## src/hdl/rlp_pkg.sv

```systemverilog
package rlp_pkg;

   localparam int LINE_BUFFER_BYTES = 128;
   localparam int COUNT_W = $clog2(LINE_BUFFER_BYTES);
   localparam int PREFIX_COUNT = 5;
   localparam int QUEUE_DEPTH = 4;
   localparam int QPTR_W = $clog2(QUEUE_DEPTH);

   localparam logic [7:0] CHAR_NUL = 8'h00;
   localparam logic [7:0] CHAR_TAB = 8'h09;
   localparam logic [7:0] CHAR_LF = 8'h0a;
   localparam logic [7:0] CHAR_VT = 8'h0b;
   localparam logic [7:0] CHAR_FF = 8'h0c;
   localparam logic [7:0] CHAR_CR = 8'h0d;
   localparam logic [7:0] CHAR_SPACE = 8'h20;
   localparam logic [7:0] CHAR_PLUS = 8'h2b;
   localparam logic [7:0] CHAR_COMMA = 8'h2c;
   localparam logic [7:0] CHAR_MINUS = 8'h2d;
   localparam logic [7:0] CHAR_ZERO = 8'h30;
   localparam logic [7:0] CHAR_NINE = 8'h39;

   typedef enum logic [3:0] {
      CLS_CR,
      CLS_LF,
      CLS_NUL,
      CLS_COMMA,
      CLS_BLANK,
      CLS_PLUS,
      CLS_MINUS,
      CLS_DIGIT,
      CLS_OTHER
   } byte_class_type;

   typedef struct packed {
      byte_class_type cls;
      logic [7:0]     rx_byte;
   } queue_entry_type;

   typedef enum logic [1:0] {
      PH_BEFORE,
      PH_SIGN,
      PH_DIGITS,
      PH_DONE
   } number_phase_type;

   typedef enum logic [2:0] {
      KIND_UNKNOWN,
      KIND_PONG,
      KIND_ACK,
      KIND_BUSY,
      KIND_DONE,
      KIND_ERROR
   } reply_kind_type;

   function automatic logic [3:0] prefix_len(input logic [2:0] k);
      logic [3:0] len;
      case (k)
         3'd0: len = 4'd9;
         3'd1: len = 4'd8;
         3'd2: len = 4'd9;
         3'd3: len = 4'd9;
         3'd4: len = 4'd10;
         default: len = 4'd0;
      endcase
      return len;
   endfunction

   // The first character of each prefix sits in the top byte.
   function automatic logic [7:0] prefix_char(input logic [2:0] k, input logic [3:0] pos);
      logic [79:0] text;
      logic [79:0] shifted;
      case (k)
         3'd0: text = {"ARM,PONG,", 8'h00};
         3'd1: text = {"ARM,ACK,", 16'h0000};
         3'd2: text = {"ARM,BUSY,", 8'h00};
         3'd3: text = {"ARM,DONE,", 8'h00};
         3'd4: text = "ARM,ERROR,";
         default: text = '0;
      endcase
      shifted = text << {pos, 3'b000};
      return shifted[79:72];
   endfunction

endpackage

```

## src/hdl/rlp_front.sv

```systemverilog
module rlp_front (
   input  logic                    req_tvalid,
   output logic                    req_tready,
   input  logic [7:0]              req_tdata,  // rx_byte [7:0]
   output logic                    q_push_valid,
   output rlp_pkg::queue_entry_type q_push_entry,
   input  logic                    q_push_ready
);

   rlp_pkg::byte_class_type cls;

   always_comb begin
      case (req_tdata) inside
         rlp_pkg::CHAR_CR: cls = rlp_pkg::CLS_CR;
         rlp_pkg::CHAR_LF: cls = rlp_pkg::CLS_LF;
         rlp_pkg::CHAR_NUL: cls = rlp_pkg::CLS_NUL;
         rlp_pkg::CHAR_COMMA: cls = rlp_pkg::CLS_COMMA;
         rlp_pkg::CHAR_SPACE, rlp_pkg::CHAR_TAB, rlp_pkg::CHAR_VT, rlp_pkg::CHAR_FF:
            cls = rlp_pkg::CLS_BLANK;
         rlp_pkg::CHAR_PLUS: cls = rlp_pkg::CLS_PLUS;
         rlp_pkg::CHAR_MINUS: cls = rlp_pkg::CLS_MINUS;
         [rlp_pkg::CHAR_ZERO:rlp_pkg::CHAR_NINE]: cls = rlp_pkg::CLS_DIGIT;
         default: cls = rlp_pkg::CLS_OTHER;
      endcase
   end

   // Carriage returns are consumed here and never reach the queue.
   assign req_tready = q_push_ready;
   assign q_push_valid = req_tvalid && (cls != rlp_pkg::CLS_CR);
   assign q_push_entry.cls = cls;
   assign q_push_entry.rx_byte = req_tdata;

endmodule

```

## src/hdl/rlp_queue.sv

```systemverilog
module rlp_queue (
   input  logic                     clock,
   input  logic                     reset,
   input  logic                     push_valid,
   input  rlp_pkg::queue_entry_type push_entry,
   output logic                     push_ready,
   output logic                     pop_valid,
   output rlp_pkg::queue_entry_type pop_entry,
   input  logic                     pop_ready
);

   rlp_pkg::queue_entry_type entries_ff [rlp_pkg::QUEUE_DEPTH];
   rlp_pkg::queue_entry_type entries_in [rlp_pkg::QUEUE_DEPTH];
   logic [rlp_pkg::QPTR_W-1:0] wr_ptr_ff, wr_ptr_in;
   logic [rlp_pkg::QPTR_W-1:0] rd_ptr_ff, rd_ptr_in;
   logic [rlp_pkg::QPTR_W:0]   count_ff, count_in;
   logic                       push, pop;

   assign push_ready = (count_ff != (rlp_pkg::QPTR_W + 1)'(rlp_pkg::QUEUE_DEPTH));
   assign pop_valid = (count_ff != '0);
   assign pop_entry = entries_ff[rd_ptr_ff];
   assign push = push_valid && push_ready;
   assign pop = pop_valid && pop_ready;

   always_comb begin
      entries_in = entries_ff;
      wr_ptr_in = wr_ptr_ff;
      rd_ptr_in = rd_ptr_ff;
      count_in = count_ff;
      if (push) begin
         entries_in[wr_ptr_ff] = push_entry;
         wr_ptr_in = wr_ptr_ff + 1'b1;
      end
      if (pop) begin
         rd_ptr_in = rd_ptr_ff + 1'b1;
      end
      if (push && !pop) begin
         count_in = count_ff + 1'b1;
      end else if (pop && !push) begin
         count_in = count_ff - 1'b1;
      end
   end

   always_ff @(posedge clock) begin
      entries_ff <= entries_in;
      if (reset) begin
         wr_ptr_ff <= '0;
         rd_ptr_ff <= '0;
         count_ff <= '0;
      end else begin
         wr_ptr_ff <= wr_ptr_in;
         rd_ptr_ff <= rd_ptr_in;
         count_ff <= count_in;
      end
   end

endmodule

```

## src/hdl/rlp_back.sv

```systemverilog
module rlp_back (
   input  logic                     clock,
   input  logic                     reset,
   input  logic                     q_pop_valid,
   input  rlp_pkg::queue_entry_type q_pop_entry,
   output logic                     q_pop_ready,
   output logic                     rsp_tvalid,
   input  logic                     rsp_tready,
   output logic [31:0]              rsp_tdata
);

   logic [rlp_pkg::COUNT_W-1:0]  count_ff, count_in;
   logic [rlp_pkg::PREFIX_COUNT-1:0] flags_ff, flags_in;
   logic [1:0]                   comma_ff, comma_in;
   rlp_pkg::number_phase_type    phase_ff, phase_in;
   logic                         neg_ff, neg_in;
   logic [15:0]                  value_ff, value_in;
   logic                         ovf_ff, ovf_in;
   logic                         ended_ff, ended_in;
   logic                         rsp_valid_ff, rsp_valid_in;
   logic [31:0]                  rsp_data_ff, rsp_data_in;

   logic                         pop;
   logic                         emit;
   logic [7:0]                   b;
   rlp_pkg::byte_class_type      cls;
   logic [19:0]                  digit_sum;
   rlp_pkg::reply_kind_type      kind;
   logic [15:0]                  seq;
   logic [6:0]                   len;

   assign q_pop_ready = !rsp_valid_ff || rsp_tready;
   assign pop = q_pop_valid && q_pop_ready;
   assign b = q_pop_entry.rx_byte;
   assign cls = q_pop_entry.cls;
   assign digit_sum = ({4'b0000, value_ff} << 3) + ({4'b0000, value_ff} << 1)
                      + {16'h0000, b[3:0]};

   // Line state update.
   always_comb begin
      count_in = count_ff;
      flags_in = flags_ff;
      comma_in = comma_ff;
      phase_in = phase_ff;
      neg_in = neg_ff;
      value_in = value_ff;
      ovf_in = ovf_ff;
      ended_in = ended_ff;
      if (pop) begin
         if (cls == rlp_pkg::CLS_LF || count_ff >= rlp_pkg::COUNT_W'(rlp_pkg::LINE_BUFFER_BYTES - 1)) begin
            if (cls != rlp_pkg::CLS_LF || count_ff != '0) begin
               count_in = '0;
               flags_in = '1;
               comma_in = 2'd0;
               phase_in = rlp_pkg::PH_BEFORE;
               neg_in = 1'b0;
               value_in = '0;
               ovf_in = 1'b0;
               ended_in = 1'b0;
            end
         end else begin
            count_in = count_ff + 1'b1;
            for (int k = 0; k < rlp_pkg::PREFIX_COUNT; k++) begin
               if (count_ff < rlp_pkg::COUNT_W'(rlp_pkg::prefix_len(3'(k))) &&
                   b != rlp_pkg::prefix_char(3'(k), count_ff[3:0])) begin
                  flags_in[k] = 1'b0;
               end
            end
            if (!ended_ff) begin
               if (cls == rlp_pkg::CLS_NUL) begin
                  ended_in = 1'b1;
               end else if (comma_ff != 2'd2) begin
                  if (cls == rlp_pkg::CLS_COMMA) begin
                     comma_in = comma_ff + 1'b1;
                  end
               end else begin
                  case (phase_ff)
                     rlp_pkg::PH_BEFORE: begin
                        case (cls)
                           rlp_pkg::CLS_BLANK: phase_in = rlp_pkg::PH_BEFORE;
                           rlp_pkg::CLS_PLUS: phase_in = rlp_pkg::PH_SIGN;
                           rlp_pkg::CLS_MINUS: begin
                              neg_in = 1'b1;
                              phase_in = rlp_pkg::PH_SIGN;
                           end
                           rlp_pkg::CLS_DIGIT: begin
                              ovf_in = ovf_ff || (digit_sum[19:16] != 4'h0);
                              value_in = digit_sum[15:0];
                              phase_in = rlp_pkg::PH_DIGITS;
                           end
                           default: phase_in = rlp_pkg::PH_DONE;
                        endcase
                     end
                     rlp_pkg::PH_SIGN, rlp_pkg::PH_DIGITS: begin
                        if (cls == rlp_pkg::CLS_DIGIT) begin
                           ovf_in = ovf_ff || (digit_sum[19:16] != 4'h0);
                           value_in = digit_sum[15:0];
                           phase_in = rlp_pkg::PH_DIGITS;
                        end else begin
                           phase_in = rlp_pkg::PH_DONE;
                        end
                     end
                     default: phase_in = phase_ff;
                  endcase
               end
            end
         end
      end
   end

   // Result formation.
   always_comb begin
      kind = rlp_pkg::KIND_UNKNOWN;
      for (int k = rlp_pkg::PREFIX_COUNT - 1; k >= 0; k--) begin
         if (flags_ff[k] && count_ff >= rlp_pkg::COUNT_W'(rlp_pkg::prefix_len(3'(k)))) begin
            kind = rlp_pkg::reply_kind_type'(3'(k + 1));
         end
      end
      if (comma_ff == 2'd2 && !ovf_ff && !(neg_ff && value_ff != '0)) begin
         seq = value_ff;
      end else begin
         seq = '0;
      end
      len = 7'(count_ff);
      emit = pop && (cls == rlp_pkg::CLS_LF) && (count_ff != '0);
      if (emit) begin
         rsp_valid_in = 1'b1;
         rsp_data_in = {6'b000000, len, seq, kind};
      end else begin
         rsp_valid_in = rsp_valid_ff && !rsp_tready;
         rsp_data_in = rsp_data_ff;
      end
   end

   always_ff @(posedge clock) begin
      rsp_data_ff <= rsp_data_in;
      if (reset) begin
         count_ff <= '0;
         flags_ff <= '1;
         comma_ff <= 2'd0;
         phase_ff <= rlp_pkg::PH_BEFORE;
         neg_ff <= 1'b0;
         value_ff <= '0;
         ovf_ff <= 1'b0;
         ended_ff <= 1'b0;
         rsp_valid_ff <= 1'b0;
      end else begin
         count_ff <= count_in;
         flags_ff <= flags_in;
         comma_ff <= comma_in;
         phase_ff <= phase_in;
         neg_ff <= neg_in;
         value_ff <= value_in;
         ovf_ff <= ovf_in;
         ended_ff <= ended_in;
         rsp_valid_ff <= rsp_valid_in;
      end
   end

   assign rsp_tvalid = rsp_valid_ff;
   assign rsp_tdata = rsp_data_ff;

`ifndef SYNTHESIS
   a_len_nonzero: assert property (@(posedge clock) disable iff (reset)
      rsp_valid_ff |-> (rsp_data_ff[25:19] != 7'd0))
      else $error("A reported line has zero length.");
   a_kind_range: assert property (@(posedge clock) disable iff (reset)
      rsp_valid_ff |-> (rsp_data_ff[2:0] <= 3'd5))
      else $error("A reported kind is out of range.");
   a_comma_sat: assert property (@(posedge clock) disable iff (reset)
      comma_ff <= 2'd2)
      else $error("The comma count went past two.");
   a_phase_after_commas: assert property (@(posedge clock) disable iff (reset)
      (phase_ff != rlp_pkg::PH_BEFORE) |-> (comma_ff == 2'd2))
      else $error("Number parsing started before the second comma.");
   a_hold_stalled: assert property (@(posedge clock) disable iff (reset)
      (rsp_valid_ff && !rsp_tready) |=> (rsp_valid_ff && $stable(rsp_data_ff)))
      else $error("A stalled result changed.");
`endif

endmodule

```

## src/hdl/reply_line_parser_unit.sv

```systemverilog
// A line feed is registered in the queue and its result in the output register before it appears
// on rsp; earlier queued bytes or a stalled output register hold it back.
// Throughput: one byte per cycle while the queue has room; carriage returns are accepted but never queued.
// The front classifies each byte and a four-entry queue feeds the back, which updates the
// line state for each byte that it pops and holds the result in an output register.
// Reset clears the line state, the queue and the output register; no result is pending.
module reply_line_parser_unit (
   input  logic        clock,
   input  logic        reset,
   input  logic        req_tvalid,
   output logic        req_tready,
   input  logic [7:0]  req_tdata,  // rx_byte [7:0]
   output logic        rsp_tvalid,
   input  logic        rsp_tready,
   output logic [31:0] rsp_tdata   // reply_kind [2:0], reply_sequence [18:3], line_length [25:19]
);

   logic                     q_push_valid;
   rlp_pkg::queue_entry_type q_push_entry;
   logic                     q_push_ready;
   logic                     q_pop_valid;
   rlp_pkg::queue_entry_type q_pop_entry;
   logic                     q_pop_ready;

   rlp_front u_front (
      .req_tvalid   (req_tvalid),
      .req_tready   (req_tready),
      .req_tdata    (req_tdata),
      .q_push_valid (q_push_valid),
      .q_push_entry (q_push_entry),
      .q_push_ready (q_push_ready)
   );

   rlp_queue u_queue (
      .clock      (clock),
      .reset      (reset),
      .push_valid (q_push_valid),
      .push_entry (q_push_entry),
      .push_ready (q_push_ready),
      .pop_valid  (q_pop_valid),
      .pop_entry  (q_pop_entry),
      .pop_ready  (q_pop_ready)
   );

   rlp_back u_back (
      .clock       (clock),
      .reset       (reset),
      .q_pop_valid (q_pop_valid),
      .q_pop_entry (q_pop_entry),
      .q_pop_ready (q_pop_ready),
      .rsp_tvalid  (rsp_tvalid),
      .rsp_tready  (rsp_tready),
      .rsp_tdata   (rsp_tdata)
   );

endmodule

```

## config.mk

```make
export PLATFORM = sky130hd
export DESIGN_NAME = reply_line_parser_unit
export DESIGN_NICKNAME = d
export VERILOG_FILES = /design/src/hdl/rlp_pkg.sv /design/src/hdl/rlp_front.sv /design/src/hdl/rlp_queue.sv /design/src/hdl/rlp_back.sv /design/src/hdl/reply_line_parser_unit.sv
export SDC_FILE = /design/constraint.sdc
export NUM_CORES = 1
export LEC_CHECK = 0
export BUFFER_PORTS_ARGS = -buffer_cell sky130_fd_sc_hd__buf_2
export CORE_UTILIZATION = 51
export CTS_CLUSTER_DIAMETER = 150
export CTS_CLUSTER_SIZE = 28
export DETAILED_ROUTE_END_ITERATION = 7
export PLACE_DENSITY_LB_ADDON = 0.1
export SYNTH_ARGS = -nofsm -noshare
export SYNTH_HDL_FRONTEND = slang
export SYNTH_SLANG_ARGS = --single-unit
```

## constraint.sdc

```tcl
create_clock -name clock -period 4.48 [get_ports clock]
set_input_delay 0 -clock clock [delete_from_list [all_inputs] [get_ports clock]]
set_output_delay 0 -clock clock [all_outputs]
set_load 0.01 [all_outputs]
```

; ---- Word-level counts from Yosys, hierarchy flattened
; Cells that the tools add are included.
[word_totals]
rom_bits = 0
in_bits = 12
ram_bits = 0
memories = 0
reg_bits = 117
latchBits = 0
[classes]
div = 0
addsub = 8
mul = 0
bitwise = 2
n_mux = 82
n_lt_le_gt_ge = 12
n_eq_ne = 31
n_reduce_logical = 68
shift = 5
[ops]
columns = operator, n
row1 = $mux 80, 10
row2 = $shl 80x7->80, 5
row3 = $mux 16, 7
row4 = $mux 4, 14
row5 = $bwmux 48, 1
row6 = $eq 8x4->1 const B, 5
row7 = $ne 8x8->1, 5
row8 = $mux 12, 3
row9 = $eq 8x6->1 const B, 4
row10 = $bmux 12 s2, 1
row11 = $demux 12 s2, 1
row12 = $mux 2, 12
row13 = $reduce_bool 2->1, 12
row14 = $logic_and 1x1->1, 23
row15 = $mux 1, 23
row16 = $ge 7x4->1 const B, 3
row17 = $lt 7x4->1, 3
row18 = $add 19x17->20, 1
row19 = $add 20x4->20, 1
row20 = $eq 4x3->1 const B, 4
row21 = $reduce_bool 16->1, 1
row22 = $reduce_and 3->1, 5
row23 = $mux 7, 2
row24 = $reduce_and 7->1, 2
row25 = other kinds (34), 60

; ---- Logic depth before layout (Yosys ltp)
[depth]
depth_word = 17
depth_mapped = 15
ltp_nobuf = 12

; ---- By module
; Synthesis repeated with hierarchy kept, for this count alone.
[hier_totals]
hier_cells = 645
area_unflattened_um2 = 6879.1
[by_module_without_submodules]
columns = module, instances, cells_per_inst, seq_area_each_um2, area_each_um2
row1 = rlp_back, 1, 490, 1501.4, 4366.7
row2 = rlp_queue, 1, 108, 1581.5, 2188.3
row3 = rlp_front, 1, 47, 0.0, 324.1

; ---- Worst setup path after synthesis
; No wires, ideal clock.
[synth_timing]
kind = reg2reg
startpoint = reg u_queue.rd_ptr_ff[0] (netlist bit)
endpoint = reg u_back.ovf_ff
t_required_ns = 4.358
period_less_slack_ns = 3.788
setup_time_ns = 0.122
stages_incl_launch_ff = 14
slack_ns = 0.692
t_arrival_ns = 3.666
cell_sequence = dfxtp_1 > buf_6 > buf_2 > mux4_2 > buf_2 > fa_1 > ha_1 > a211oi_1 > o21ai_0 > a211oi_1 > o31ai_1 > or3_1 > a31oi_1 > nor4_2
[synth_via]
elab_chain_cells = 13
[synth_lines]
columns = element, line
row1 = start: declaration, rlp_queue.sv:15  ; logic [rlp_pkg::QPTR_W-1:0] rd_ptr_ff, rd_ptr_in;
row2 = start signal: assignment, rlp_queue.sv:52  ; rd_ptr_ff <= rd_ptr_in;
row3 = $not 2->3 (implied by the code) (*), rlp_queue.sv:21  ; assign pop_entry = entries_ff[rd_ptr_ff];
row4 = $bmux 12 s2 (*), rlp_queue.sv:21
row5 = $mux 12 (implied by the code) (*) (2 in a row), rlp_queue.sv:21
row6 = $add 20x4->20, rlp_back.sv:37  ; + {16'h0000, b[3:0]};
row7 = $reduce_bool 4->1, "rlp_back.sv:87, rlp_back.sv:96"
row8 = $logic_or 1x1->1, "rlp_back.sv:87, rlp_back.sv:96"
row9 = $mux 1, "rlp_back.sv:79, rlp_back.sv:95"
row10 = $mux 1, -
row11 = $mux 1, rlp_back.sv:72  ; end else if (comma_ff != 2'd2) begin
row12 = $mux 1, rlp_back.sv:70  ; if (cls == rlp_pkg::CLS_NUL) begin
row13 = $mux 1, rlp_back.sv:69  ; if (!ended_ff) begin
row14 = $mux 1, rlp_back.sv:50  ; if (cls == rlp_pkg::CLS_LF || count_ff >= rlp_pkg::COUNT_W'(rlp_pkg::LINE_BUFFER_BYTES - 1)) begin
row15 = end signal: assignment, rlp_back.sv:154  ; ovf_ff <= ovf_in;
row16 = end: declaration, rlp_back.sv:18  ; logic ovf_ff, ovf_in;
; Mark *: on every way between the ends. The rest lies on a longest branch, timed or not. The select of a mux whose other input is x is not followed.
; A chain may end at the register's enable or synchronous reset.

; ---- Final worst setup path
[layout_timing]
startpoint = reg u_queue.rd_ptr_ff[0] (netlist bit)
endpoint = reg u_back.value_ff[12]
[layout_via]
elab_chain_cells = 11
[layout_lines]
columns = element, line
row1 = $not 2->3 (implied by the code) (*), rlp_queue.sv:21
row2 = $bmux 12 s2 (*), rlp_queue.sv:21
row3 = $mux 12 (implied by the code) (*) (2 in a row), rlp_queue.sv:21
row4 = $add 20x4->20, rlp_back.sv:37
row5 = $mux 16, "rlp_back.sv:79, rlp_back.sv:95"
row6 = $mux 16, -
row7 = $mux 16, rlp_back.sv:72
row8 = $mux 16, rlp_back.sv:70
row9 = $mux 16, rlp_back.sv:69
row10 = $mux 16, rlp_back.sv:50
row11 = end signal: assignment, rlp_back.sv:153  ; value_ff <= value_in;
row12 = end: declaration, rlp_back.sv:17  ; logic [15:0] value_ff, value_in;
; Marked as above.

==> run metrics <==
largest net degree at the start of global routing 37; most frequent cells in the layout 74 x edfxtp_1, 64 x nor2_1, 46 x ha_1; Final Hold Fails 0; Setup WS post-layout 0.685 ns; RSZ-0062 raised after global routing no; worst-skew pair later-pin latency 0.42 ns; Filler cells 1,086; Die Wd 116 µm; status finished clean; CP max stage delay 0.66 ns; Worst Skew 0.0100 ns; min Tclk post-route 3.80 ns; Hold Slack 0.0837 ns; Resized Gates After CTS 0; Post-synth ARST share 0; CP startpoint kind register; grt ovf 0; Num CTS Buffers 17; synth unique cells 63; drc violations 0; final setup TNS 0 ns; Vias/cell 5.56; via count 4,760; # hold bufs at CTS 9; Max Freq 263 MHz; Die Height 116 µm; Slowest cell on crit path mux4_2; worst slew pin tran 0.898 ns; power consumption 3.86 mW; most frequent CP cell ha_1; Setup Fix Bufs, Post-CTS 0; TritonCTS clock tree built; clk slew on worst S/H paths 0.06 ns; GRT Overall Usage 0.227; initial antenna violation count 0; first-pass GRT wire length 23,100 µm; Core Area 0.0127 mm²; final number of setup-violating endpoints 0; layout cells sized above 1 0.139; commonest non-fill, non-tap cell in the layout edfxtp_1; area of the multi-input gates 0.00331 mm²; # port buffers 39; Bufs on Longest Clock Path 2; crit path kind register to register; worst hold path class input port to register; PwrDens 510 mW/mm²; Worst IR Drop VDD 0.237 mV; Max Cap Violations 0; CTS sink cnt 117; FF+latch count, synth 117; Mean Syn Cell Area 10.5 µm²; num rows 41; detailed placer's ending HPWL 9650 µm; I/O pins 46; Routed WL 13,800 µm; Layout Nets 732; Max FO, Critical Path 13; Place WS 0.727 ns; Seq. cell area 0.00308 mm²; Diodes inserted 0; post-synthesis instance total 630; starting density of the core 0.524; Worst EP required 4.79 ns; Yosys warning count 0; Iter 0 DRT Violations 236; CP Capture Type register; crit path cell chain buf_4 > mux4_2 > ha_1 > ha_1 > inv_1 > fa_1 > nor2b_1 > o31a_1 > o211ai_1 > a21boi_0 > o21a_1 > or3_1 > a41o_1; Max Slew Vio Count 0; Max transition margin 0.401; Post-synth EDFFs 74; vias in the first global route 4,711; main flop type after synthesis edfxtp_1; Detail Route Antenna Nets 0; synthesized area 0.00664 mm²; crit share post-route 0.847; CTS H-tree depth 4; Routed WL per cell 16.1 µm; die area 0.0135 mm²; synthesis-to-layout area growth 14.0%; CP Data Arrival Time 4.11 ns; CTS Root Cell clkbuf_16; number of iterations in the first detailed-routing pass 5; Leak 3.07 nW; Worst Hold Depth 2; GP Congestion 0.874; Seq/Total Area, Yosys 0.464; Worst R2R Path Depth 13
==> kinds of logic (layout without fill, tap and decap cells) <==
group	Yosys count	in the layout	share of synthesized area
adders and majority gates	49	49	0.0957
DFF	117	117	0.464
AOI/OAI and AO/OA	124	124	0.118
and+or+nand+nor	221	221	0.175
muxes	24	24	0.0588
other	1	6	0.000565
xor gates and xnor gates	36	36	0.0475
buffers and inverters	58	107	0.0405
==> stage by stage <==
stage,cells,area [µm²],utilization
after CTS,856,7570,0.598
after global placement,815,6930,0.547
after global routing,856,7570,0.598
after floorplan,635,6660,-
after detailed placement,815,6930,0.547
final,856,7570,0.598
==> layer usage <==
metal / wire length (µm) / vias to the layer above / share of wire / global-route usage
met4: 199 / 0 / 0.014 / 0.0897
met5: 0 / - / 0 / 0
met3: 650 / 17 / 0.047 / 0.0431
li1: - / 2363 / - / -
met1: 6480 / 2242 / 0.47 / 0.302
met2: 6440 / 138 / 0.47 / 0.369
==> cells in the mapped netlist, drive strengths merged (4+ instances only) <==
master / n / share of area
o21a: 7 / 0.0081
o21ai: 27 / 0.020
nor2: 64 / 0.036
xnor2: 12 / 0.016
nand2: 30 / 0.017
nand3b: 5 / 0.0062
nor3b: 4 / 0.0045
nor3: 15 / 0.011
or3: 4 / 0.0038
inv: 20 / 0.011
a21oi: 40 / 0.030
a21o: 8 / 0.0090
a21boi: 4 / 0.0045
xor2: 24 / 0.032
nor2b: 11 / 0.010
o211ai: 4 / 0.0045
nand2b: 21 / 0.020
nor4: 9 / 0.0094
nand3: 19 / 0.014
a211oi: 5 / 0.0057
ha: 46 / 0.087
edfxtp: 74 / 0.33
buf: 19 / 0.018
nand4: 6 / 0.0057
dfxtp: 43 / 0.13
and2: 21 / 0.020
mux4: 12 / 0.041
clkbuf: 19 / 0.011
mux2i: 12 / 0.018
==> worst paths after layout <==
check / startpoint / to / slack, ns
max reg2reg: u_queue.rd_ptr_ff[0]$_SDFFE_PP0P_ / u_back.value_ff[12]$_SDFFE_PP0P_ / 0.68
max: u_queue.rd_ptr_ff[0]$_SDFFE_PP0P_ / u_back.value_ff[12]$_SDFFE_PP0P_ / 0.68
min: reset / u_back.value_ff[6]$_SDFFE_PP0P_ / 0.08
min reg2reg: u_back.ended_ff$_SDFFE_PP0P_ / u_back.ended_ff$_SDFFE_PP0P_ / 0.48
==> worst max-delay path: cells and delay by family, from the launching register on <==
| kind | cells | cell delay [ns] |
|---|---|---|
| compound gates | 5 | 1.19 |
| fa+ha+maj | 3 | 0.74 |
| buf+inv | 2 | 0.36 |
| flops | 1 | 0.37 |
| mux | 1 | 0.66 |
| simple gates | 2 | 0.38 |
==> state kept, by name, summed over array words and instances, names as in the netlist <==
register and cells:
u_back.flags_ff 5, u_back.neg_ff 1, u_back.value_ff 16, u_back.rsp_tvalid 1, u_queue.rd_ptr_ff 2, u_back.rsp_tdata 26
u_back.ovf_ff 1, u_back.ended_ff 1, u_queue.entries_ff 48, u_back.count_ff 7, u_queue.wr_ptr_ff 2, u_back.phase_ff 2
u_back.comma_ff 2, u_queue.count_ff 3
==> layout make-up <==
| type | count | area share |
|---|---|---|
| clock buffer | 20 | 0.0590 |
| timing repair buffer | 55 | 0.0446 |
| sequential | 117 | 0.407 |
| tap | 172 | 0.0284 |
| clock inverter | 12 | 0.0142 |
| inverter | 20 | 0.00991 |
| multi-input combinational | 460 | 0.437 |
==> power by group <==
part / leakage, nW / switching [mW] / internal (mW)
clock network: 0.266 / 0.484 / 0.775
registers: 1.06 / 0.0843 / 1.26
logic: 1.74 / 0.744 / 0.515
Note: power is estimated with default switching activity, not from simulation.
